## config.mk

```make
export PLATFORM = sky130hd
export DESIGN_NAME = source_token_scanner_unit
export DESIGN_NICKNAME = d
export VERILOG_FILES = /design/src/rtl/stsc_pkg.sv /design/src/rtl/stsc_front.sv /design/src/rtl/stsc_queue.sv /design/src/rtl/stsc_back.sv /design/src/rtl/source_token_scanner_unit.sv
export SDC_FILE = /design/constraint.sdc
export NUM_CORES = 1
export LEC_CHECK = 0
export BUFFER_PORTS_ARGS = -buffer_cell sky130_fd_sc_hd__buf_2
export CAP_MARGIN = 20
export CORE_MARGIN = 4
export CORE_UTILIZATION = 40
export CTS_CLUSTER_DIAMETER = 150
export CTS_CLUSTER_SIZE = 12
export DETAILED_ROUTE_END_ITERATION = 6
export SLEW_MARGIN = 20
export SYNTH_ARGS = -nofsm -noshare
export SYNTH_HDL_FRONTEND = slang
export SYNTH_SLANG_ARGS = --single-unit
```

## constraint.sdc

```tcl
create_clock -name aclk -period 8 [get_ports aclk]
set_input_delay 1.6 -clock aclk [delete_from_list [all_inputs] [get_ports aclk]]
set_output_delay 1.6 -clock aclk [all_outputs]
set_load 0.02 [all_outputs]
```

## src/rtl/stsc_pkg.sv

```systemverilog
package stsc_pkg;

    // source size limit and keyword table shape
    localparam int MAX_SOURCE    = 65536;
    localparam int KEYWORD_MAX   = 9;
    localparam int KEYWORD_COUNT = 13;

    // field widths
    localparam int KIND_W  = 6;
    localparam int START_W = 16;
    localparam int LEN_W   = 17;
    localparam int POS_W   = 17;
    localparam int WLEN_W  = 4;

    // burst queue shape
    localparam int BURST_MAX   = 3;
    localparam int QUEUE_DEPTH = 4;
    localparam int QPTR_W      = $clog2(QUEUE_DEPTH);

    // offset limits, one bit wider than a position so that p + 1 fits
    localparam logic [POS_W:0] SRC_LIMIT   = (POS_W + 1)'(MAX_SOURCE);
    localparam logic [POS_W:0] START_LIMIT =
        (POS_W + 1)'(((MAX_SOURCE - 1) < 65535) ? (MAX_SOURCE - 1) : 65535);

    // token kinds
    localparam logic [KIND_W-1:0] K_EOF         = 6'd0;
    localparam logic [KIND_W-1:0] K_LEFT_PAREN  = 6'd1;
    localparam logic [KIND_W-1:0] K_RIGHT_PAREN = 6'd2;
    localparam logic [KIND_W-1:0] K_LEFT_BRACE  = 6'd3;
    localparam logic [KIND_W-1:0] K_RIGHT_BRACE = 6'd4;
    localparam logic [KIND_W-1:0] K_SEMICOLON   = 6'd5;
    localparam logic [KIND_W-1:0] K_COMMA       = 6'd6;
    localparam logic [KIND_W-1:0] K_PLUS        = 6'd7;
    localparam logic [KIND_W-1:0] K_MINUS       = 6'd8;
    localparam logic [KIND_W-1:0] K_MULTIPLY    = 6'd9;
    localparam logic [KIND_W-1:0] K_MODULO      = 6'd10;
    localparam logic [KIND_W-1:0] K_DIVIDE      = 6'd11;
    localparam logic [KIND_W-1:0] K_EQUAL_EQUAL = 6'd12;
    localparam logic [KIND_W-1:0] K_ASSIGN      = 6'd13;
    localparam logic [KIND_W-1:0] K_NOT_EQUAL   = 6'd14;
    localparam logic [KIND_W-1:0] K_NOT         = 6'd15;
    localparam logic [KIND_W-1:0] K_GREATER_EQ  = 6'd16;
    localparam logic [KIND_W-1:0] K_INPUT       = 6'd17;
    localparam logic [KIND_W-1:0] K_GREATER     = 6'd18;
    localparam logic [KIND_W-1:0] K_LESS_EQ     = 6'd19;
    localparam logic [KIND_W-1:0] K_LESS        = 6'd20;
    localparam logic [KIND_W-1:0] K_AND         = 6'd21;
    localparam logic [KIND_W-1:0] K_UNKNOWN     = 6'd22;
    localparam logic [KIND_W-1:0] K_OR          = 6'd23;
    localparam logic [KIND_W-1:0] K_NUMBER      = 6'd24;
    localparam logic [KIND_W-1:0] K_STRING      = 6'd25;
    localparam logic [KIND_W-1:0] K_IDENTIFIER  = 6'd39;

    // source characters
    localparam logic [7:0] CH_LPAREN = 8'h28;
    localparam logic [7:0] CH_RPAREN = 8'h29;
    localparam logic [7:0] CH_LBRACE = 8'h7B;
    localparam logic [7:0] CH_RBRACE = 8'h7D;
    localparam logic [7:0] CH_SEMI   = 8'h3B;
    localparam logic [7:0] CH_COMMA  = 8'h2C;
    localparam logic [7:0] CH_PLUS   = 8'h2B;
    localparam logic [7:0] CH_MINUS  = 8'h2D;
    localparam logic [7:0] CH_STAR   = 8'h2A;
    localparam logic [7:0] CH_PCT    = 8'h25;
    localparam logic [7:0] CH_SPACE  = 8'h20;
    localparam logic [7:0] CH_CR     = 8'h0D;
    localparam logic [7:0] CH_TAB    = 8'h09;
    localparam logic [7:0] CH_LF     = 8'h0A;
    localparam logic [7:0] CH_SLASH  = 8'h2F;
    localparam logic [7:0] CH_EQ     = 8'h3D;
    localparam logic [7:0] CH_BANG   = 8'h21;
    localparam logic [7:0] CH_GT     = 8'h3E;
    localparam logic [7:0] CH_LT     = 8'h3C;
    localparam logic [7:0] CH_AMP    = 8'h26;
    localparam logic [7:0] CH_BAR    = 8'h7C;
    localparam logic [7:0] CH_QUOTE  = 8'h22;
    localparam logic [7:0] CH_DOT    = 8'h2E;
    localparam logic [7:0] CH_ZERO   = 8'h30;
    localparam logic [7:0] CH_NINE   = 8'h39;
    localparam logic [7:0] CH_LC_A   = 8'h61;
    localparam logic [7:0] CH_LC_Z   = 8'h7A;
    localparam logic [7:0] CH_UC_A   = 8'h41;
    localparam logic [7:0] CH_UC_Z   = 8'h5A;
    localparam logic [7:0] CH_UNDER  = 8'h5F;

    // keyword table: text right-justified, first character in the highest used byte
    localparam logic [8*KEYWORD_MAX-1:0] KW_TEXT [KEYWORD_COUNT] = '{
        "ghe", "dhake", "nimgi", "jallari", "najallari", "javchvare", "kaam",
        "vishay", "shuru", "jaag", "true", "false", "null"
    };
    localparam logic [WLEN_W-1:0] KW_LEN [KEYWORD_COUNT] = '{
        4'd3, 4'd5, 4'd5, 4'd7, 4'd9, 4'd9, 4'd4, 4'd6, 4'd5, 4'd4, 4'd4, 4'd5, 4'd4
    };
    localparam int KW_KIND_FIRST = 26;

    typedef enum logic [3:0] {
        M_IDLE, M_SLASH, M_EQ, M_BANG, M_GT, M_LT, M_AMP, M_PIPE,
        M_LINE, M_BLOCK, M_INT, M_DOT, M_FRAC, M_STR, M_IDENT
    } scan_mode_t;

    typedef logic [KEYWORD_MAX-1:0][7:0] word_buf_t;

    typedef struct packed {
        logic [KIND_W-1:0]  kind;
        logic [START_W-1:0] start;
        logic [LEN_W-1:0]   length;
    } token_t;

    // all tokens caused by one input item
    typedef struct packed {
        logic [1:0]                  count;
        token_t [BURST_MAX-1:0]      tok;
    } burst_t;

    // front to queue
    typedef struct packed {
        logic   valid;
        burst_t burst;
    } push_t;

    // queue to back
    typedef struct packed {
        logic   valid;
        burst_t burst;
    } q_head_t;

    function automatic token_t make_tok(logic [KIND_W-1:0] kind, logic [START_W-1:0] start,
                                        logic [LEN_W-1:0] length);
        token_t t;
        t.kind   = kind;
        t.start  = start;
        t.length = length;
        return t;
    endfunction

    // distance between offsets, end clipped to the source limit, zero if not ahead
    function automatic logic [LEN_W-1:0] span(logic [POS_W:0] from, logic [POS_W:0] to);
        logic [POS_W:0] t;
        t = (to > SRC_LIMIT) ? SRC_LIMIT : to;
        if (t <= from) begin
            return '0;
        end
        return LEN_W'(t - from);
    endfunction

    function automatic logic [START_W-1:0] clamp_start(logic [POS_W:0] v);
        return (v > START_LIMIT) ? START_LIMIT[START_W-1:0] : v[START_W-1:0];
    endfunction

    function automatic logic is_digit(logic [7:0] c);
        return (c >= CH_ZERO) && (c <= CH_NINE);
    endfunction

    function automatic logic is_alpha(logic [7:0] c);
        return ((c >= CH_LC_A) && (c <= CH_LC_Z)) || ((c >= CH_UC_A) && (c <= CH_UC_Z)) ||
               (c == CH_UNDER);
    endfunction

    // keyword lookup, only the bytes below the word length are looked at
    function automatic logic [KIND_W-1:0] word_kind(word_buf_t w, logic [WLEN_W-1:0] len);
        logic [KIND_W-1:0] k;
        logic              hit;
        k = K_IDENTIFIER;
        for (int i = KEYWORD_COUNT - 1; i >= 0; i--) begin
            hit = (len == KW_LEN[i]);
            for (int j = 0; j < KEYWORD_MAX; j++) begin
                if (j < int'(KW_LEN[i])) begin
                    if (w[j] != KW_TEXT[i][8*(int'(KW_LEN[i]) - 1 - j) +: 8]) begin
                        hit = 1'b0;
                    end
                end
            end
            if (hit) begin
                k = KIND_W'(KW_KIND_FIRST + i);
            end
        end
        return k;
    endfunction

endpackage

```

## src/rtl/stsc_front.sv

```systemverilog
module stsc_front import stsc_pkg::*; (
    input  logic       aclk,
    input  logic       aresetn,
    input  logic       in_valid,
    output logic       in_ready,
    input  logic       cmd,
    input  logic [7:0] ch,
    input  logic       q_full,
    output push_t      push
);

    scan_mode_t            mode_reg, mode_next;
    logic                  star_reg, star_next;
    logic [POS_W-1:0]      pos_reg, pos_next;
    logic [START_W-1:0]    tb_reg, tb_next;
    logic [WLEN_W-1:0]     wlen_reg, wlen_next;
    word_buf_t             wbuf_reg, wbuf_next;

    logic                  accept;
    logic [POS_W:0]        p_ext;
    logic [POS_W:0]        tb_ext;
    logic [POS_W-1:0]      dot_pos;

    // pending token flush
    logic [1:0]            fin_n;
    token_t                fin_tok0, fin_tok1;

    // fresh byte classification
    scan_mode_t            disp_mode;
    logic                  disp_emit;
    logic [KIND_W-1:0]     disp_kind;
    logic [START_W-1:0]    disp_start;

    // byte consumed by the current mode
    logic                  used;
    logic                  used_emit;
    token_t                used_tok;

    logic                  extra_emit;
    token_t                extra_tok;

    assign in_ready = !q_full;
    assign accept   = in_valid && in_ready;
    assign p_ext    = {1'b0, pos_reg};
    assign tb_ext   = {2'b0, tb_reg};
    assign dot_pos  = (pos_reg != '0) ? (pos_reg - 1'b1) : '0;
    assign disp_start = clamp_start(p_ext);

    // tokens released when the current mode ends at the present position
    always_comb begin
        fin_n    = 2'd0;
        fin_tok0 = '0;
        fin_tok1 = '0;
        unique case (mode_reg) inside
            M_SLASH: begin
                fin_n    = 2'd1;
                fin_tok0 = make_tok(K_DIVIDE, tb_reg, span(tb_ext, p_ext));
            end
            M_EQ: begin
                fin_n    = 2'd1;
                fin_tok0 = make_tok(K_ASSIGN, tb_reg, span(tb_ext, p_ext));
            end
            M_BANG: begin
                fin_n    = 2'd1;
                fin_tok0 = make_tok(K_NOT, tb_reg, span(tb_ext, p_ext));
            end
            M_GT: begin
                fin_n    = 2'd1;
                fin_tok0 = make_tok(K_GREATER, tb_reg, span(tb_ext, p_ext));
            end
            M_LT: begin
                fin_n    = 2'd1;
                fin_tok0 = make_tok(K_LESS, tb_reg, span(tb_ext, p_ext));
            end
            M_AMP, M_PIPE: begin
                fin_n    = 2'd1;
                fin_tok0 = make_tok(K_UNKNOWN, tb_reg, span(tb_ext, p_ext));
            end
            M_INT, M_FRAC: begin
                fin_n    = 2'd1;
                fin_tok0 = make_tok(K_NUMBER, tb_reg, span(tb_ext, p_ext));
            end
            M_DOT: begin
                // number up to the dot, then the dangling dot alone
                fin_n    = 2'd2;
                fin_tok0 = make_tok(K_NUMBER, tb_reg, span(tb_ext, {1'b0, dot_pos}));
                fin_tok1 = make_tok(K_UNKNOWN, clamp_start({1'b0, dot_pos}), LEN_W'(1));
            end
            M_STR: begin
                fin_n    = 2'd1;
                fin_tok0 = make_tok(K_STRING, clamp_start(tb_ext + 1'b1),
                                    span(tb_ext + 1'b1, p_ext));
            end
            M_IDENT: begin
                fin_n    = 2'd1;
                fin_tok0 = make_tok(word_kind(wbuf_reg, wlen_reg), tb_reg, span(tb_ext, p_ext));
            end
            default: begin
                fin_n = 2'd0;
            end
        endcase
    end

    // classify a byte that starts fresh
    always_comb begin
        disp_mode = M_IDLE;
        disp_emit = 1'b0;
        disp_kind = K_UNKNOWN;
        unique case (ch)
            CH_LPAREN: begin disp_emit = 1'b1; disp_kind = K_LEFT_PAREN;  end
            CH_RPAREN: begin disp_emit = 1'b1; disp_kind = K_RIGHT_PAREN; end
            CH_LBRACE: begin disp_emit = 1'b1; disp_kind = K_LEFT_BRACE;  end
            CH_RBRACE: begin disp_emit = 1'b1; disp_kind = K_RIGHT_BRACE; end
            CH_SEMI:   begin disp_emit = 1'b1; disp_kind = K_SEMICOLON;   end
            CH_COMMA:  begin disp_emit = 1'b1; disp_kind = K_COMMA;       end
            CH_PLUS:   begin disp_emit = 1'b1; disp_kind = K_PLUS;        end
            CH_MINUS:  begin disp_emit = 1'b1; disp_kind = K_MINUS;       end
            CH_STAR:   begin disp_emit = 1'b1; disp_kind = K_MULTIPLY;    end
            CH_PCT:    begin disp_emit = 1'b1; disp_kind = K_MODULO;      end
            CH_SPACE, CH_CR, CH_TAB, CH_LF: begin
                disp_emit = 1'b0;
            end
            CH_SLASH:  disp_mode = M_SLASH;
            CH_EQ:     disp_mode = M_EQ;
            CH_BANG:   disp_mode = M_BANG;
            CH_GT:     disp_mode = M_GT;
            CH_LT:     disp_mode = M_LT;
            CH_AMP:    disp_mode = M_AMP;
            CH_BAR:    disp_mode = M_PIPE;
            CH_QUOTE:  disp_mode = M_STR;
            default: begin
                if (is_digit(ch)) begin
                    disp_mode = M_INT;
                end else if (is_alpha(ch)) begin
                    disp_mode = M_IDENT;
                end else begin
                    disp_emit = 1'b1;
                end
            end
        endcase
    end

    // scanner next state and the burst for this item
    always_comb begin
        mode_next  = mode_reg;
        star_next  = star_reg;
        pos_next   = pos_reg;
        tb_next    = tb_reg;
        wlen_next  = wlen_reg;
        wbuf_next  = wbuf_reg;
        used       = 1'b0;
        used_emit  = 1'b0;
        used_tok   = '0;
        extra_emit = 1'b0;
        extra_tok  = '0;
        push       = '0;

        if (accept) begin
            if (cmd) begin
                // flush, end of file, back to reset state
                extra_emit = 1'b1;
                extra_tok  = make_tok(K_EOF, '0, '0);
                mode_next  = M_IDLE;
                star_next  = 1'b0;
                pos_next   = '0;
                tb_next    = '0;
                wlen_next  = '0;
            end else begin
                unique case (mode_reg) inside
                    M_SLASH: begin
                        if (ch == CH_SLASH) begin
                            mode_next = M_LINE;
                            used      = 1'b1;
                        end else if (ch == CH_STAR) begin
                            mode_next = M_BLOCK;
                            star_next = 1'b0;
                            used      = 1'b1;
                        end
                    end
                    M_EQ, M_BANG, M_LT, M_AMP, M_PIPE, M_GT: begin
                        // two-character operators
                        used_tok.start  = tb_reg;
                        used_tok.length = span(tb_ext, p_ext + 1'b1);
                        if (mode_reg == M_EQ && ch == CH_EQ) begin
                            used = 1'b1; used_tok.kind = K_EQUAL_EQUAL;
                        end else if (mode_reg == M_BANG && ch == CH_EQ) begin
                            used = 1'b1; used_tok.kind = K_NOT_EQUAL;
                        end else if (mode_reg == M_GT && ch == CH_EQ) begin
                            used = 1'b1; used_tok.kind = K_GREATER_EQ;
                        end else if (mode_reg == M_GT && ch == CH_GT) begin
                            used = 1'b1; used_tok.kind = K_INPUT;
                        end else if (mode_reg == M_LT && ch == CH_EQ) begin
                            used = 1'b1; used_tok.kind = K_LESS_EQ;
                        end else if (mode_reg == M_AMP && ch == CH_AMP) begin
                            used = 1'b1; used_tok.kind = K_AND;
                        end else if (mode_reg == M_PIPE && ch == CH_BAR) begin
                            used = 1'b1; used_tok.kind = K_OR;
                        end
                        used_emit = used;
                        if (used) begin
                            mode_next = M_IDLE;
                        end
                    end
                    M_LINE: begin
                        used = 1'b1;
                        if (ch == CH_LF) begin
                            mode_next = M_IDLE;
                        end
                    end
                    M_BLOCK: begin
                        used = 1'b1;
                        if (star_reg && ch == CH_SLASH) begin
                            mode_next = M_IDLE;
                            star_next = 1'b0;
                        end else begin
                            star_next = (ch == CH_STAR);
                        end
                    end
                    M_INT: begin
                        if (is_digit(ch)) begin
                            used = 1'b1;
                        end else if (ch == CH_DOT) begin
                            mode_next = M_DOT;
                            used      = 1'b1;
                        end
                    end
                    M_DOT: begin
                        if (is_digit(ch)) begin
                            mode_next = M_FRAC;
                            used      = 1'b1;
                        end
                    end
                    M_FRAC: begin
                        used = is_digit(ch);
                    end
                    M_STR: begin
                        used = 1'b1;
                        if (ch == CH_QUOTE) begin
                            used_emit = 1'b1;
                            used_tok  = make_tok(K_STRING, clamp_start(tb_ext + 1'b1),
                                                 span(tb_ext + 1'b1, p_ext));
                            mode_next = M_IDLE;
                        end
                    end
                    M_IDENT: begin
                        if (is_alpha(ch) || is_digit(ch)) begin
                            used = 1'b1;
                            if (wlen_reg < WLEN_W'(KEYWORD_MAX)) begin
                                wbuf_next[wlen_reg] = ch;
                                wlen_next           = wlen_reg + 1'b1;
                            end else begin
                                wlen_next = WLEN_W'(KEYWORD_MAX + 1);
                            end
                        end
                    end
                    default: begin
                        used = 1'b0;
                    end
                endcase

                if (!used) begin
                    // pending token ends here, byte starts fresh
                    extra_emit = disp_emit;
                    extra_tok  = make_tok(disp_kind, disp_start, LEN_W'(1));
                    mode_next  = disp_mode;
                    star_next  = 1'b0;
                    if (disp_mode != M_IDLE) begin
                        tb_next = disp_start;
                    end
                    if (disp_mode == M_IDENT) begin
                        wbuf_next[0] = ch;
                        wlen_next    = WLEN_W'(1);
                    end
                end

                if (pos_reg < POS_W'(MAX_SOURCE)) begin
                    pos_next = pos_reg + 1'b1;
                end
            end

            // assemble the burst
            if (used) begin
                push.burst.count  = {1'b0, used_emit};
                push.burst.tok[0] = used_tok;
            end else begin
                push.burst.tok[0]     = fin_tok0;
                push.burst.tok[1]     = fin_tok1;
                push.burst.tok[fin_n] = extra_tok;
                push.burst.count      = fin_n + {1'b0, extra_emit};
            end
            push.valid = (push.burst.count != 2'd0);
        end
    end

    // scanner state
    always_ff @(posedge aclk) begin
        if (!aresetn) begin
            mode_reg <= M_IDLE;
            star_reg <= 1'b0;
            pos_reg  <= '0;
            tb_reg   <= '0;
            wlen_reg <= '0;
        end else begin
            mode_reg <= mode_next;
            star_reg <= star_next;
            pos_reg  <= pos_next;
            tb_reg   <= tb_next;
            wlen_reg <= wlen_next;
        end
    end

    // word characters, valid only below the word length
    always_ff @(posedge aclk) begin
        wbuf_reg <= wbuf_next;
    end

endmodule

```

## src/rtl/stsc_queue.sv

```systemverilog
module stsc_queue import stsc_pkg::*; (
    input  logic    aclk,
    input  logic    aresetn,
    input  push_t   push,
    input  logic    pop,
    output logic    full,
    output q_head_t head
);

    burst_t             slot_reg [QUEUE_DEPTH];
    logic [QPTR_W-1:0]  wr_ptr_reg, wr_ptr_next;
    logic [QPTR_W-1:0]  rd_ptr_reg, rd_ptr_next;
    logic [QPTR_W:0]    cnt_reg, cnt_next;

    assign full       = (cnt_reg == (QPTR_W + 1)'(QUEUE_DEPTH));
    assign head.valid = (cnt_reg != '0);
    assign head.burst = slot_reg[rd_ptr_reg];

    // pointer and fill count update
    always_comb begin
        wr_ptr_next = wr_ptr_reg;
        rd_ptr_next = rd_ptr_reg;
        cnt_next    = cnt_reg;
        if (push.valid) begin
            wr_ptr_next = wr_ptr_reg + 1'b1;
        end
        if (pop) begin
            rd_ptr_next = rd_ptr_reg + 1'b1;
        end
        if (push.valid && !pop) begin
            cnt_next = cnt_reg + 1'b1;
        end else if (!push.valid && pop) begin
            cnt_next = cnt_reg - 1'b1;
        end
    end

    always_ff @(posedge aclk) begin
        if (!aresetn) begin
            wr_ptr_reg <= '0;
            rd_ptr_reg <= '0;
            cnt_reg    <= '0;
        end else begin
            wr_ptr_reg <= wr_ptr_next;
            rd_ptr_reg <= rd_ptr_next;
            cnt_reg    <= cnt_next;
        end
    end

    // burst storage
    always_ff @(posedge aclk) begin
        if (push.valid) begin
            slot_reg[wr_ptr_reg] <= push.burst;
        end
    end

endmodule

```

## src/rtl/stsc_back.sv

```systemverilog
module stsc_back import stsc_pkg::*; (
    input  logic        aclk,
    input  logic        aresetn,
    input  q_head_t     head,
    output logic        pop,
    output logic        out_valid,
    input  logic        out_ready,
    output logic [39:0] out_data,
    output logic        out_last
);

    logic [1:0] sub_reg, sub_next;
    token_t     tok;
    logic       xfer;

    assign tok       = head.burst.tok[sub_reg];
    assign out_valid = head.valid;
    assign out_last  = (sub_reg == head.burst.count - 1'b1);
    assign out_data  = {1'b0, tok.length, tok.start, tok.kind};
    assign xfer      = out_valid && out_ready;
    assign pop       = xfer && out_last;

    // walk through the tokens of the head burst
    always_comb begin
        sub_next = sub_reg;
        if (xfer) begin
            sub_next = out_last ? 2'd0 : (sub_reg + 1'b1);
        end
    end

    always_ff @(posedge aclk) begin
        if (!aresetn) begin
            sub_reg <= 2'd0;
        end else begin
            sub_reg <= sub_next;
        end
    end

endmodule

```

## src/rtl/source_token_scanner_unit.sv

```systemverilog
// Streaming lexical scanner: source bytes go in on the s_ side, one per transfer
// (tuser high marks end of source), and tokens come out on the m_ side as kind, start
// offset and length, tlast set on the last token caused by an input transfer. An input
// transfer is taken every cycle while the four-entry burst queue between scanner and
// output has room; the scanner itself settles each byte combinationally and registers
// its state. Each token needs one output transfer, so an item that releases two or
// three tokens (end of source, a number ending in a dangling dot, an operator or word
// ended by a symbol) occupies the output for that many transfers and the queue absorbs
// the difference. A released burst is written into the queue and reaches the output
// behind any bursts queued before it. An end-of-source transfer flushes the pending
// token, sends an end-of-file token and restarts offsets at zero.
module source_token_scanner_unit import stsc_pkg::*; (
    input  logic        aclk,
    input  logic        aresetn,
    input  logic        s_tvalid,
    output logic        s_tready,
    input  logic [7:0]  s_tdata,   // [7:0] ch
    input  logic        s_tuser,   // [0] cmd
    output logic        m_tvalid,
    input  logic        m_tready,
    output logic [39:0] m_tdata,   // [5:0] kind, [21:6] lexeme_start, [38:22] lexeme_length
    output logic        m_tlast
);

    push_t   push;
    q_head_t head;
    logic    q_full;
    logic    pop;

    stsc_front u_front (
        .aclk     (aclk),
        .aresetn  (aresetn),
        .in_valid (s_tvalid),
        .in_ready (s_tready),
        .cmd      (s_tuser),
        .ch       (s_tdata),
        .q_full   (q_full),
        .push     (push)
    );

    stsc_queue u_queue (
        .aclk    (aclk),
        .aresetn (aresetn),
        .push    (push),
        .pop     (pop),
        .full    (q_full),
        .head    (head)
    );

    stsc_back u_back (
        .aclk      (aclk),
        .aresetn   (aresetn),
        .head      (head),
        .pop       (pop),
        .out_valid (m_tvalid),
        .out_ready (m_tready),
        .out_data  (m_tdata),
        .out_last  (m_tlast)
    );

    // no burst is written into a full queue
    assert property (@(posedge aclk) disable iff (!aresetn) push.valid |-> !q_full)
        else $error("burst pushed into full queue");

    // a queued burst always carries at least one token
    assert property (@(posedge aclk) disable iff (!aresetn)
        head.valid |-> (head.burst.count != 2'd0))
        else $error("empty burst in queue");

    // end of source always produces a burst
    assert property (@(posedge aclk) disable iff (!aresetn)
        (s_tvalid && s_tready && s_tuser) |-> push.valid)
        else $error("end of source without end-of-file token");

    // a burst leaves the queue only with its last token
    assert property (@(posedge aclk) disable iff (!aresetn)
        pop |-> (head.valid && m_tlast && m_tready))
        else $error("burst popped before its last token");

endmodule

```

# Yosys cells after proc, flatten, opt, wreduce, memory -nomap -nowiden
# Memories as Yosys holds them, arrays and structs flattened. A register that Yosys moved wholly into a read port is not among the register bits.
# Index checks and enable logic that the tools add are counted.
dict set report op_classes {
  add_sub_neg 16
  n_eq_ne 107
  reduce_logical 45
  mux 244
  bitwise 1
  order_cmp 23
}
# operator n
set ops {}
lappend ops {{case mux 39 bit (10 select lines)} 1}
lappend ops {{inequality test 8 x 7 -> 1 bit, second input constant} 47}
lappend ops {{2-to-1 mux 17 bit} 21}
lappend ops {{2-to-1 mux 39 bit} 6}
lappend ops {{2-to-1 mux 1 bit} 139}
lappend ops {{== test 8 x 6 -> 1 bit, second input constant} 17}
lappend ops {{2-to-1 mux 120 bit} 1}
lappend ops {{bitwise mux 117 bit} 1}
lappend ops {{2-to-1 mux 38 bit} 3}
lappend ops {{2-to-1 mux 6 bit} 18}
lappend ops {{2-to-1 mux 16 bit} 6}
lappend ops {{binary-select mux 39 bit (select 2 bit)} 1}
lappend ops {{demux 39 bit (select 2 bit)} 1}
lappend ops {{2-to-1 mux 78 bit} 1}
lappend ops {{case mux 39 bit (2 select lines)} 1}
lappend ops {{2-to-1 mux 4 bit} 19}
lappend ops {{bitwise mux 72 bit} 1}
lappend ops {{<= comparator 18 x 16 -> 1 bit} 3}
lappend ops {{subtractor 17 x 16 -> 17 bit} 3}
lappend ops {{case mux 5 bit (10 select lines)} 1}
lappend ops {{2-to-1 mux 8 bit} 6}
lappend ops {{== test 4 bit, second input constant} 9}
lappend ops {{case mux 4 bit (9 select lines)} 1}
lappend ops {{greater-than comparator 17 x 16 -> 1 bit, second input constant} 2}
lappend ops {{67 further kinds} 127}
dict set report word_totals {
  ramBits 476
  in_bits 13
  memories 1
  reg_bits 123
}
# memory words width rd rd_clocked_by_memory_dff write_ports line_no
set memory_table {}
lappend memory_table {u_queue.slot_reg 4 119 1 1 1 stsc_queue.sv:10} ;# burst_t slot_reg [QUEUE_DEPTH];

# Longest topological paths before layout
# Gate-level depths: netlist (run 1).
dict set report depth {
  ltp_word 27
  depth_mapped 24
}

# Hierarchy
# From an unflattened synthesis (run 1), not the netlist that was laid out.
dict set report hier_totals {
  hier_cells 2554
  hier_area_um2 31881.8
}
# module cells_each instances area_each_um2
set by_module_without_submodules {}
lappend by_module_without_submodules {stsc_queue 664 1 17718.2}
lappend by_module_without_submodules {stsc_front 1740 1 13198.9}
lappend by_module_without_submodules {stsc_back 150 1 964.7}

# Worst setup path before layout (run 1)
# Ideal clock, no wire load.
dict set report synth_timing {
  path_kind {input -> register}
  startpoint {input s_tdata[6]}
  endpoint {memory u_queue.slot_reg[0][0] (netlist bit) (enable)}
  slack_ns 1.595
  setup_time_ns 0.453
  n_path_buf 2
  required_ns 7.547
  cell_stages 12
  arrival_ns 5.952
  path_cell_list {clkbuf_1 > nor4b_1 > nand2_1 > nor4_1 > or3_1 > nor3_1 > a21o_1 > ha_1 > xnor2_1 > o31a_1 > buf_2 > and2_1}
}
# item line_no
set synth_rtl {}
lappend synth_rtl {{start, declared} source_token_scanner_unit.sv:17} ;# input logic [7:0] s_tdata,
lappend synth_rtl {{end, declared} stsc_queue.sv:10}

==> results of run 1 <==
path summary, 6_finish.rpt:
check | start | endpoint | slack, ps | cells past startpoint
max reg2reg | u_front.pos_reg[3]$_SDFFE_PN0P_ | u_queue.slot_reg[0][1]$_DFFE_PP_ | 1600 | 19
min | u_front.tb_reg[8]$_SDFFE_PN0P_ | u_front.tb_reg[8]$_SDFFE_PN0P_ | 510 | 2
min reg2reg | u_front.tb_reg[8]$_SDFFE_PN0P_ | u_front.tb_reg[8]$_SDFFE_PN0P_ | 510 | 2
max | u_front.pos_reg[3]$_SDFFE_PN0P_ | u_queue.slot_reg[0][1]$_DFFE_PP_ | 1600 | 19
per-stage QoR:
step | hold WS [ps] | instances
3_3_place_gp | 471 | 3066
5_1_grt | 539 | 3139
3_5_place_dp | 497 | 3066
2_1_floorplan | 461 | 2242
4_1_cts | 507 | 3139
6_report | 510 | 3139
cells by family (layout without fill, tap and decap cells):
kind of cell    Yosys count  after routing  share of synthesized area
simple gates            739            739                      0.150
compound gates          495            495                      0.129
flops                   465            465                      0.517
buf+inv                 218            260                     0.0325
mux                     137            137                     0.0939
xor+xnor                100            100                     0.0337
fa+ha+maj                87             87                     0.0433
other cells               1              1                   0.000144
power by group:
part           switching (mW)  total (mW)  leakage, nW  internal (mW)
registers              0.0982        3.00         4.27           2.91
clock network           0.906        1.94        0.604           1.03
logic                    1.05        1.71         4.76          0.656
final cells by class:
cell class / instances / area [µm²] / share of cell area
clock buffer: 69 / 1190 / 0.0419
clock inverter: 4 / 71.3 / 0.00250
inverter: 83 / 312 / 0.0109
multi-input combinational: 1559 / 11700 / 0.412
sequential: 465 / 13400 / 0.471
tap: 855 / 1070 / 0.0375
timing repair buffer: 104 / 683 / 0.0240
layout by cell type, fill, tap and decap left out, types with 19 or more instances in the layout:
cell and count:
buf_2 54, nand3_1 55, and3_1 19, nor2b_1 69, mux4_2 85, a21o_1 23
xor2_1 29, dfxtp_1 50, edfxtp_1 412, o22ai_1 35, nor4_1 21, ha_1 82
a211oi_1 21, nor2_1 176, nand2_1 122, clkbuf_1 25, and2_1 39, clkbuf_16 44
inv_1 81, a21oi_1 84, nand4_1 29, o21ai_0 118, xnor2_1 71, nand2b_1 27
mux2i_1 46, a221oi_1 46, nor3_1 65, buf_4 47
critical path, stage by stage (launching register included):
cell,delay (ps)
dfxtp_1,500
or4_4,640
or4_4,520
or2_1,400
nor2_1,200
mux2i_1,320
nand4_1,180
o31ai_2,310
o21ai_1,200
nand2b_1,200
ha_1,210
fa_1,420
nor2b_1,170
o31ai_1,120
a211oi_1,450
a21oi_1,180
a21oi_1,270
o21a_4,280
a221oi_1,120
o22ai_1,450
metal layers:
layer,part of all wire,up-vias,track usage
met5,0.000086,-,0
met4,0.036,2,0.0758
met3,0.073,171,0.0385
met2,0.46,800,0.370
met1,0.43,9602,0.323
li1,-,8659,-
==> metrics, run 1 <==
Cell Area, Synth 26000 µm²; chip width 263 µm; H-tree depth 2; Root Driver clkbuf_16; count leader, synth edfxtp_1; fill count 5954; Slew @ Worst Pin 1120 ps; Inserted Diodes 0; Gate Count Post-Synth 2242; Max-slew headroom 0.251; vias in the first global route 18883; Die Ht 263 µm; io pins 56; Critical Path End Type register; peak supply drop 0.152 mV; Synth Warn # 0; nets@finish 2357; Slew Limit Fails 0; core area 64300 µm²; post_cts resized 0; via count 19234; total power 6.65 mW; average size of a mapped cell 11.6 µm²; total global routing overflow 0; synth top area cells edfxtp_1 (48%), mux4_2 (7.4%), dfxtp_1 (4.1%); area fraction of the dominant cell type after synthesis 0.476; initial core utilization 0.404; Max Freq 0.156 GHz; antenna-violating nets left 0; power per cell area 233 nW/µm²; Design Area, Final 28500 µm²; die area 69200 µm²; CTS tree done; CTS buffer count 44; sequential area share after synthesis 0.517; WL per Instance 26.0 µm; register bit total from synthesis 465; Worst Path Max Fanout 16; DPL Wire Length 58.0 mm; leak pwr 9.64 nW; First-pass DRT Iterations 7; share of cells above drive strength 1 0.125; post-CTS setup buffer count 0; Placed Area 27200 µm²; Final min period 6400 ps; synthesis-to-finish area growth 9.67%; Final period util 0.800; end-of-flow core utilization 0.443; top_reg_cell synth edfxtp_1; max reg flops 340; Longest Clk Path Bufs 3; clock sink count 465; Worst Skew 37.8 ps; GPL Wtd Cong 0.944; Tot GR Track Use 0.231; top cells by count, synth edfxtp_1 (412), nor2_1 (178), nand2_1 (122), o21ai_0 (118), clkbuf_1 (111); area leader, netlist edfxtp_1; WP data required 8320 ps; worst hold path class register to register; clock network latency to the later pin of the worst-skew pair 600 ps; max_cap viols 0; violated checks design-rule violations; Post-Synthesis Net Count 2342; CP startpoint kind register; post-synth cell types 91; status finished with violations; Initial DRC Count 2051; initial antenna violation count 1; vias per inst 6.13; Setup violations, final 0; kind of critical path register to register; final hold viol count 0; setup TNS 0 ps; EDFF count, synth 412; drc violations 7; clock-pin slew on the worst setup and hold paths 60 ps; cts hold-fix bufs 0; final setup margin 1600 ps; DP Worst Slack 1770 ps; unrepaired setup endpoints after global routing false; IO buf count 54; DRT Wirelength 81.7 mm; CP Data Arrival Time 6720 ps; largest net degree at the start of global routing 86; # rows 93; fraction of registers with async set/reset 0; global-route wire length before repair 124 mm
(Power assumes the default switching activity.)
==> run 2, diff against run 1 <==
Settings changed: ABC_AREA set to 1.
Clock period 8 ns to 6.45 ns, I/O delays scaled along.
==> run 2 against run 1 <==
Against the previous run:
- the run now ends clean
- utilization down 0.30 points
- maximum frequency up 19%
- synthesized cell count up 47%
- count of clock-buffer cells in the layout up 3
- cell count up 33%
- first-iteration DRC count up 26%
- power up 69%
- combinational power rose to 2.7 times the previous value
- via count up 22%
- critical endpoint is now u_queue.slot_reg[1][4]$_DFFE_PP_
- highest routed layer is now met4
==> metrics, run 2 <==
status complete, no violations (was finished with violations); average size of a mapped cell 8.29 µm² (was 11.6 µm²); Die Ht 269 µm (was 263 µm); clock sink count 465 (unchanged); clock-pin slew on the worst setup and hold paths 70 ps (was 60 ps); Slew @ Worst Pin 907 ps (was 1120 ps); area fraction of the dominant cell type after synthesis 0.453 (was 0.476); kind of critical path register to register (unchanged); Worst Path Max Fanout 14 (was 16); peak supply drop 0.195 mV (was 0.152 mV); vias in the first global route 21735 (was 18883); Critical Path End Type register (unchanged); post-CTS setup buffer count 0 (unchanged); setup TNS 0 ps (unchanged); Worst path slowest cell fa_1 (was or4_4); CTS buffer count 44 (unchanged); final hold viol count 0 (unchanged); complex-gate fraction of the synthesized area 0.120 (was 0.129); clock network latency to the later pin of the worst-skew pair 600 ps (about the same); EDFF count, synth 412 (unchanged); Post-Synth XOR/XNOR Area 0.0244 (was 0.0337); Non-Filler Instances 4183 (was 3139); most frequent cells in the layout nand2_1 (655), nor2_1 (520), edfxtp_1 (412) (was edfxtp_1 (412), nor2_1 (176), nand2_1 (122)); end-of-flow core utilization 0.440 (was 0.443); Max Freq 0.185 GHz (was 0.156 GHz); final setup margin 1050 ps (was 1600 ps); largest net degree at the start of global routing 112 (was 86); Synth Area in Adders 0.0413 (was 0.0433); First-pass DRT Iterations 6 (was 7); io pins 56 (unchanged); initial antenna violation count 0 (was 1); Final min period 5400 ps (was 6400 ps); DP Worst Slack 1210 ps (was 1770 ps); Setup violations, final 0 (unchanged); GPL Wtd Cong 1.04 (was 0.944); worst hold path class register to register (unchanged); fill count 6633 (was 5954); max_cap viols 0 (unchanged); core area 67400 µm² (was 64300 µm²); total global routing overflow 0 (unchanged); simple-gate share of the synthesized area 0.259 (was 0.150); WP data required 6810 ps (was 8320 ps); Gate Count Post-Synth 3290 (was 2242); register bit total from synthesis 465 (unchanged); WL per Instance 20.9 µm (was 26.0 µm); most common cell after layout, fill and taps aside nand2_1 (was edfxtp_1); via count 23418 (was 19234); global-route wire length before repair 134 mm (was 124 mm); CTS tree done (unchanged); CP startpoint kind register (unchanged); Max-slew headroom 0.394 (was 0.251); power per cell area 380 nW/µm² (was 233 nW/µm²); Synth Warn # 0 (unchanged); leak pwr 12.0 nW (was 9.64 nW); synth top area cells edfxtp_1 (45%), nand2_1 (9.0%), nor2_1 (7.2%) (was edfxtp_1 (48%), mux4_2 (7.4%), dfxtp_1 (4.1%)); nets@finish 3380 (was 2357); H-tree depth 2 (unchanged); vias per inst 5.60 (was 6.13); cts hold-fix bufs 0 (unchanged); fraction of registers with async set/reset 0 (unchanged); most used cell, CP nand2_1; post-synthesis mux area share 0 (was 0.0939); # rows 95 (was 93); post_cts resized 0 (unchanged); Longest Clk Path Bufs 3 (unchanged); Worst Skew 51.0 ps (was 37.8 ps); Root Driver clkbuf_16 (unchanged); total power 11.3 mW (was 6.65 mW); top cells by count, synth nand2_1 (656), nor2_1 (525), edfxtp_1 (412), o21ai_0 (264), inv_1 (254) (was edfxtp_1 (412), nor2_1 (178), nand2_1 (122), o21ai_0 (118), clkbuf_1 (111)); Post-Synthesis Net Count 3390 (was 2342); antenna-violating nets left 0 (unchanged); initial core utilization 0.405 (was 0.404); synthesis-to-finish area growth 8.70% (was 9.67%); share of cells above drive strength 1 0.0731 (was 0.125); Cell Area, Synth 27300 µm² (was 26000 µm²); Initial DRC Count 2583 (was 2051); Tot GR Track Use 0.233 (was 0.231); main combinational cell family by area after synthesis simple AND/OR/NAND/NOR gates (unchanged); drc violations 0 (was 7); sequential area share after synthesis 0.492 (was 0.517); Final period util 0.837 (was 0.800); Slew Limit Fails 0 (unchanged); DRT Wirelength 87.3 mm (was 81.7 mm); count leader, synth nand2_1 (was edfxtp_1); max reg flops 340 (unchanged); chip width 269 µm (was 263 µm); Worst path max stage delay 410 ps (was 640 ps); Inst Count DP 4107 (was 3066); IO buf count 54 (unchanged); die area 72500 µm² (was 69200 µm²); post-synth cell types 56 (was 91); area leader, netlist edfxtp_1 (unchanged); CP Data Arrival Time 5760 ps (was 6720 ps); DPL Wire Length 62.9 mm (was 58.0 mm); unrepaired setup endpoints after global routing false (unchanged); top_reg_cell synth edfxtp_1 (unchanged)
## run 2: per-layer routing
metal	routed length [µm]	vias to the layer above	global-route usage	share of wire
met5	0	-	0	0
met4	3380	0	0.0816	0.039
met3	6450	178	0.0324	0.074
met2	38200	966	0.360	0.44
met1	39300	11070	0.337	0.45
li1	-	11204	-	-
## run 2: worst paths after layout
| kind | depth (start not counted) | end | from | slack [ps] |
|---|---|---|---|---|
| max | 27 | u_queue.slot_reg[1][4]$_DFFE_PP_ | u_front.pos_reg[1]$_SDFFE_PN0P_ | 1050 |
| min reg2reg | 2 | register | u_queue.rd_ptr_reg[1]$_SDFFE_PN0P_ | 460 |
| min | 2 | register | u_queue.rd_ptr_reg[1]$_SDFFE_PN0P_ | 460 |
| max reg2reg | 27 | u_queue.slot_reg[1][4]$_DFFE_PP_ | u_front.pos_reg[1]$_SDFFE_PN0P_ | 1050 |
## run 2: final cells by class
class / instances / area [µm²] / area share
timing repair buffer: 85 / 591 / 0.0199
multi-input combinational: 2402 / 12200 / 0.411
tap: 873 / 1090 / 0.0368
clock inverter: 3 / 66.3 / 0.00224
inverter: 282 / 1060 / 0.0358
sequential: 465 / 13400 / 0.453
clock buffer: 72 / 1220 / 0.0410
antenna: 1 / 2.50 / 0.0000844
## run 2: cells by family (layout without fill, tap and decap cells)
logic type,Yosys count,after routing
and+or+nand+nor,1633,1633
AOI/OAI and AO/OA,605,605
xor gates and xnor gates,76,76
buffers and inverters,423,442
other,1,2
adders and majority gates,87,87
DFF,465,465
## run 2: worst max-delay path, delay by kind of cell, from the launching register on
family | cells | cell delay (ps)
and+or+nand+nor | 19 | 2690
adders and majority gates | 3 | 960
buffers and inverters | 3 | 690
AOI/OAI and AO/OA | 2 | 430
DFF | 1 | 350
## run 2: per-stage QoR
step | instance area (µm²) | hold slack, ps
6_report | 29700 | 459
5_1_grt | 29700 | 499
4_1_cts | 29700 | 466
3_5_place_dp | 28400 | 454
3_3_place_gp | 28400 | 449
2_1_floorplan | 27300 | 436
## run 2: where the power goes
part | internal, mW | switching, mW | total (mW)
Clock | 1.30 | 1.12 | 2.41
Combinational | 1.28 | 3.31 | 4.59
Sequential | 4.04 | 0.227 | 4.26
==> run 3, diff against run 2 <==
Settings changed: ABC_AREA 1 to 0.
Clock period 6.45 ns to 5.3 ns, I/O delays scaled along.
==> run 3 against run 2 <==
Against the previous run:
- utilization grew 2.8 points
- combinational power is 38% lower
- wire length fell by 3.9%
==> metrics, run 3 (synthesis results as in run 1) <==
Root Driver clkbuf_16 (unchanged); clock sink count 465 (unchanged); global-route wire length before repair 126 mm (was 134 mm); Tot GR Track Use 0.236 (was 0.233); nets@finish 2523 (was 3380); met2 usage 0.388 (was 0.360); total power 10.3 mW (was 11.3 mW); share of cells above drive strength 1 0.206 (was 0.0731); GPL Wtd Cong 0.998 (was 1.04); fill count 5818 (was 6633); Hold Path Depth 2 (unchanged); status complete, no violations (unchanged); Final period util 0.969 (was 0.837); CP startpoint kind register (unchanged); unrepaired setup endpoints after global routing true (was false); clock-pin slew on the worst setup and hold paths 70 ps (about the same); vias per inst 5.99 (was 5.60); IO buf count 54 (unchanged); CTS buffer count 44 (unchanged); Max-slew headroom 0.229 (was 0.394); met1 global-route usage 0.333 (was 0.337); HP Start u_front.tb_reg[13]$_SDFFE_PN0P_ (was u_queue.rd_ptr_reg[1]$_SDFFE_PN0P_); Initial DRC Count 2055 (was 2583); initial core utilization 0.404 (was 0.405); cts hold-fix bufs 0 (unchanged); worst hold path class register to register (unchanged); total global routing overflow 0 (unchanged); Slew Limit Fails 0 (unchanged); setup TNS 0 ps (unchanged); clock network latency to the later pin of the worst-skew pair 620 ps (was 600 ps); CTS tree done (unchanged); most frequent cells in the layout edfxtp_1 (412), buf_4 (208), nor2_1 (173) (was nand2_1 (655), nor2_1 (520), edfxtp_1 (412)); WP data required 5580 ps (was 6810 ps); Setup violations, final 0 (unchanged); Longest Clk Path Bufs 3 (unchanged); WL per Instance 25.4 µm (was 20.9 µm); chip width 263 µm (was 269 µm); most used cell, CP buf_4 (was nand2_1); Worst path max stage delay 530 ps (was 410 ps); First-pass DRT Iterations 6 (unchanged); Worst path slowest cell or4_4 (was fa_1); worst r2r src u_front.pos_reg[3]$_SDFFE_PN0P_ (was u_front.pos_reg[1]$_SDFFE_PN0P_); worst r2r dst u_queue.slot_reg[2][8]$_DFFE_PP_ (was u_queue.slot_reg[1][4]$_DFFE_PP_); Inserted Diodes 0 (was 1); peak supply drop 0.230 mV (was 0.195 mV); Final min period 5130 ps (was 5400 ps); Max Freq 0.195 GHz (was 0.185 GHz); io pins 56 (unchanged); Worst Reg-to-Reg Cells 18 (was 27); max reg flops 340 (unchanged); die area 69200 µm² (was 72500 µm²); power per cell area 341 nW/µm² (was 380 nW/µm²); DPL Wire Length 62.2 mm (was 62.9 mm); synthesis-to-finish area growth 15.8% (was 8.70%); leak pwr 10.6 nW (was 12.0 nW); core area 64300 µm² (was 67400 µm²); hold endpoint u_front.tb_reg[13]$_SDFFE_PN0P_; largest net degree at the start of global routing 69 (was 112); most common cell after layout, fill and taps aside edfxtp_1 (was nand2_1); initial antenna violation count 2 (was 0); via count 19827 (was 23418); H-tree depth 2 (unchanged); # rows 93 (was 95); antenna-violating nets left 0 (unchanged); drc violations 0 (unchanged); CP cell instances or4_4 > or4_4 > or2_4 > buf_4 > o41ai_4 > buf_4 > nand2_1 > inv_1 > ha_1 > nor2b_1 > o31a_1 > o311a_1 > nor3_2 > o311a_1 > nor2_1 > buf_4 > a222oi_1 > o22ai_2; DRT Wirelength 83.9 mm (was 87.3 mm); Reg2Reg Setup Slack 170 ps (was 1050 ps); CP Data Arrival Time 5410 ps (was 5760 ps); busiest grt layer met2 (unchanged); Worst Skew 45.5 ps (was 51.0 ps); max_cap viols 0 (unchanged); Critical Path End Type register (unchanged); final hold viol count 0 (unchanged); Worst Path Max Fanout 16 (was 14); Slew @ Worst Pin 1160 ps (was 907 ps); Die Ht 263 µm (was 269 µm); WHS 520 ps (was 459 ps); kind of critical path register to register (unchanged); end-of-flow core utilization 0.468 (was 0.440); vias in the first global route 19730 (was 21735); met3 Usage GRT 0.0287 (was 0.0324)
[run 3: cell types whose count changed in the layout (fill, tap and decap cells not counted), sizes merged, moves of 34 or more]
| cell | previous run | this run |
|---|---|---|
| nand2 | 673 | 122 |
| nor2 | 558 | 179 |
| inv | 277 | 83 |
| buf | 85 | 270 |
| nand3 | 237 | 55 |
| o21ai | 286 | 123 |
| a21oi | 187 | 85 |
| mux4 | 0 | 85 |
| nor2b | 0 | 69 |
| a221oi | 0 | 46 |
| mux2i | 0 | 46 |
| xnor2 | 25 | 71 |
| and2 | 2 | 43 |
| o22ai | 69 | 35 |
[run 3: timing repair]
item / 4_1_cts / 5_1_grt
buffers inserted: 2 / 1
pin swaps: 4 / 19
cloned: 0 / 0
resized for setup: 19 / 48
endpoints found under the setup margin: 68 / 68
[run 3: critical path, delay by kind of cell, from the launching register on]
kind,cells,cell delay [ps]
AO/OA/AOI/OAI,6,1730
adder cells (fa/ha/maj),1,270
buffers and inverters,4,670
flip-flops,1,310
AND/OR/NAND/NOR,7,1830
[run 3: layer usage]
metal,wire (µm),part of all wire
met5,13,0.00015
met1,37200,0.44
met3,4980,0.059
met4,2260,0.027
met2,39500,0.47
[run 3: worst max path at each step]
stage	startpoint	endpoint	slack (ps)	depth (start not counted)
floorplan	u_front.pos_reg[3]$_SDFFE_PN0P_	u_queue.slot_reg[0][10]$_DFFE_PP_	80	17
global placement	u_front.pos_reg[3]$_SDFFE_PN0P_	u_queue.slot_reg[0][0]$_DFFE_PP_	-80	20
detailed placement	u_front.pos_reg[3]$_SDFFE_PN0P_	u_queue.slot_reg[3][0]$_DFFE_PP_	-230	20
CTS	u_front.pos_reg[3]$_SDFFE_PN0P_	u_queue.slot_reg[2][10]$_DFFE_PP_	10	21
global route	u_front.pos_reg[3]$_SDFFE_PN0P_	u_queue.slot_reg[2][10]$_DFFE_PP_	-90	19
finish	u_front.pos_reg[3]$_SDFFE_PN0P_	u_queue.slot_reg[2][8]$_DFFE_PP_	170	18
[run 3: where the power goes]
group	internal [mW]	switching [mW]
Clock	1.56	1.35
Sequential	4.38	0.141
Combinational	1.16	1.67
[run 3: area by class of cell]
type | count | area [µm²] | share of cell area
multi-input combinational | 1559 | 12000 | 0.399
inverter | 83 | 312 | 0.0103
tap | 855 | 1070 | 0.0355
clock inverter | 4 | 71.3 | 0.00237
timing repair buffer | 270 | 1990 | 0.0661
sequential | 465 | 13400 | 0.446
clock buffer | 72 | 1210 | 0.0400
[run 3: metrics by stage]
stage,std cells,setup WS (ps),instance area [µm²]
detailed placement,3229,-229,28500
global route,3308,-89.8,30100
CTS,3307,9.75,29900
floorplan,2242,83.9,26000
global placement,3229,-80.4,28500
finish,3308,167,30100
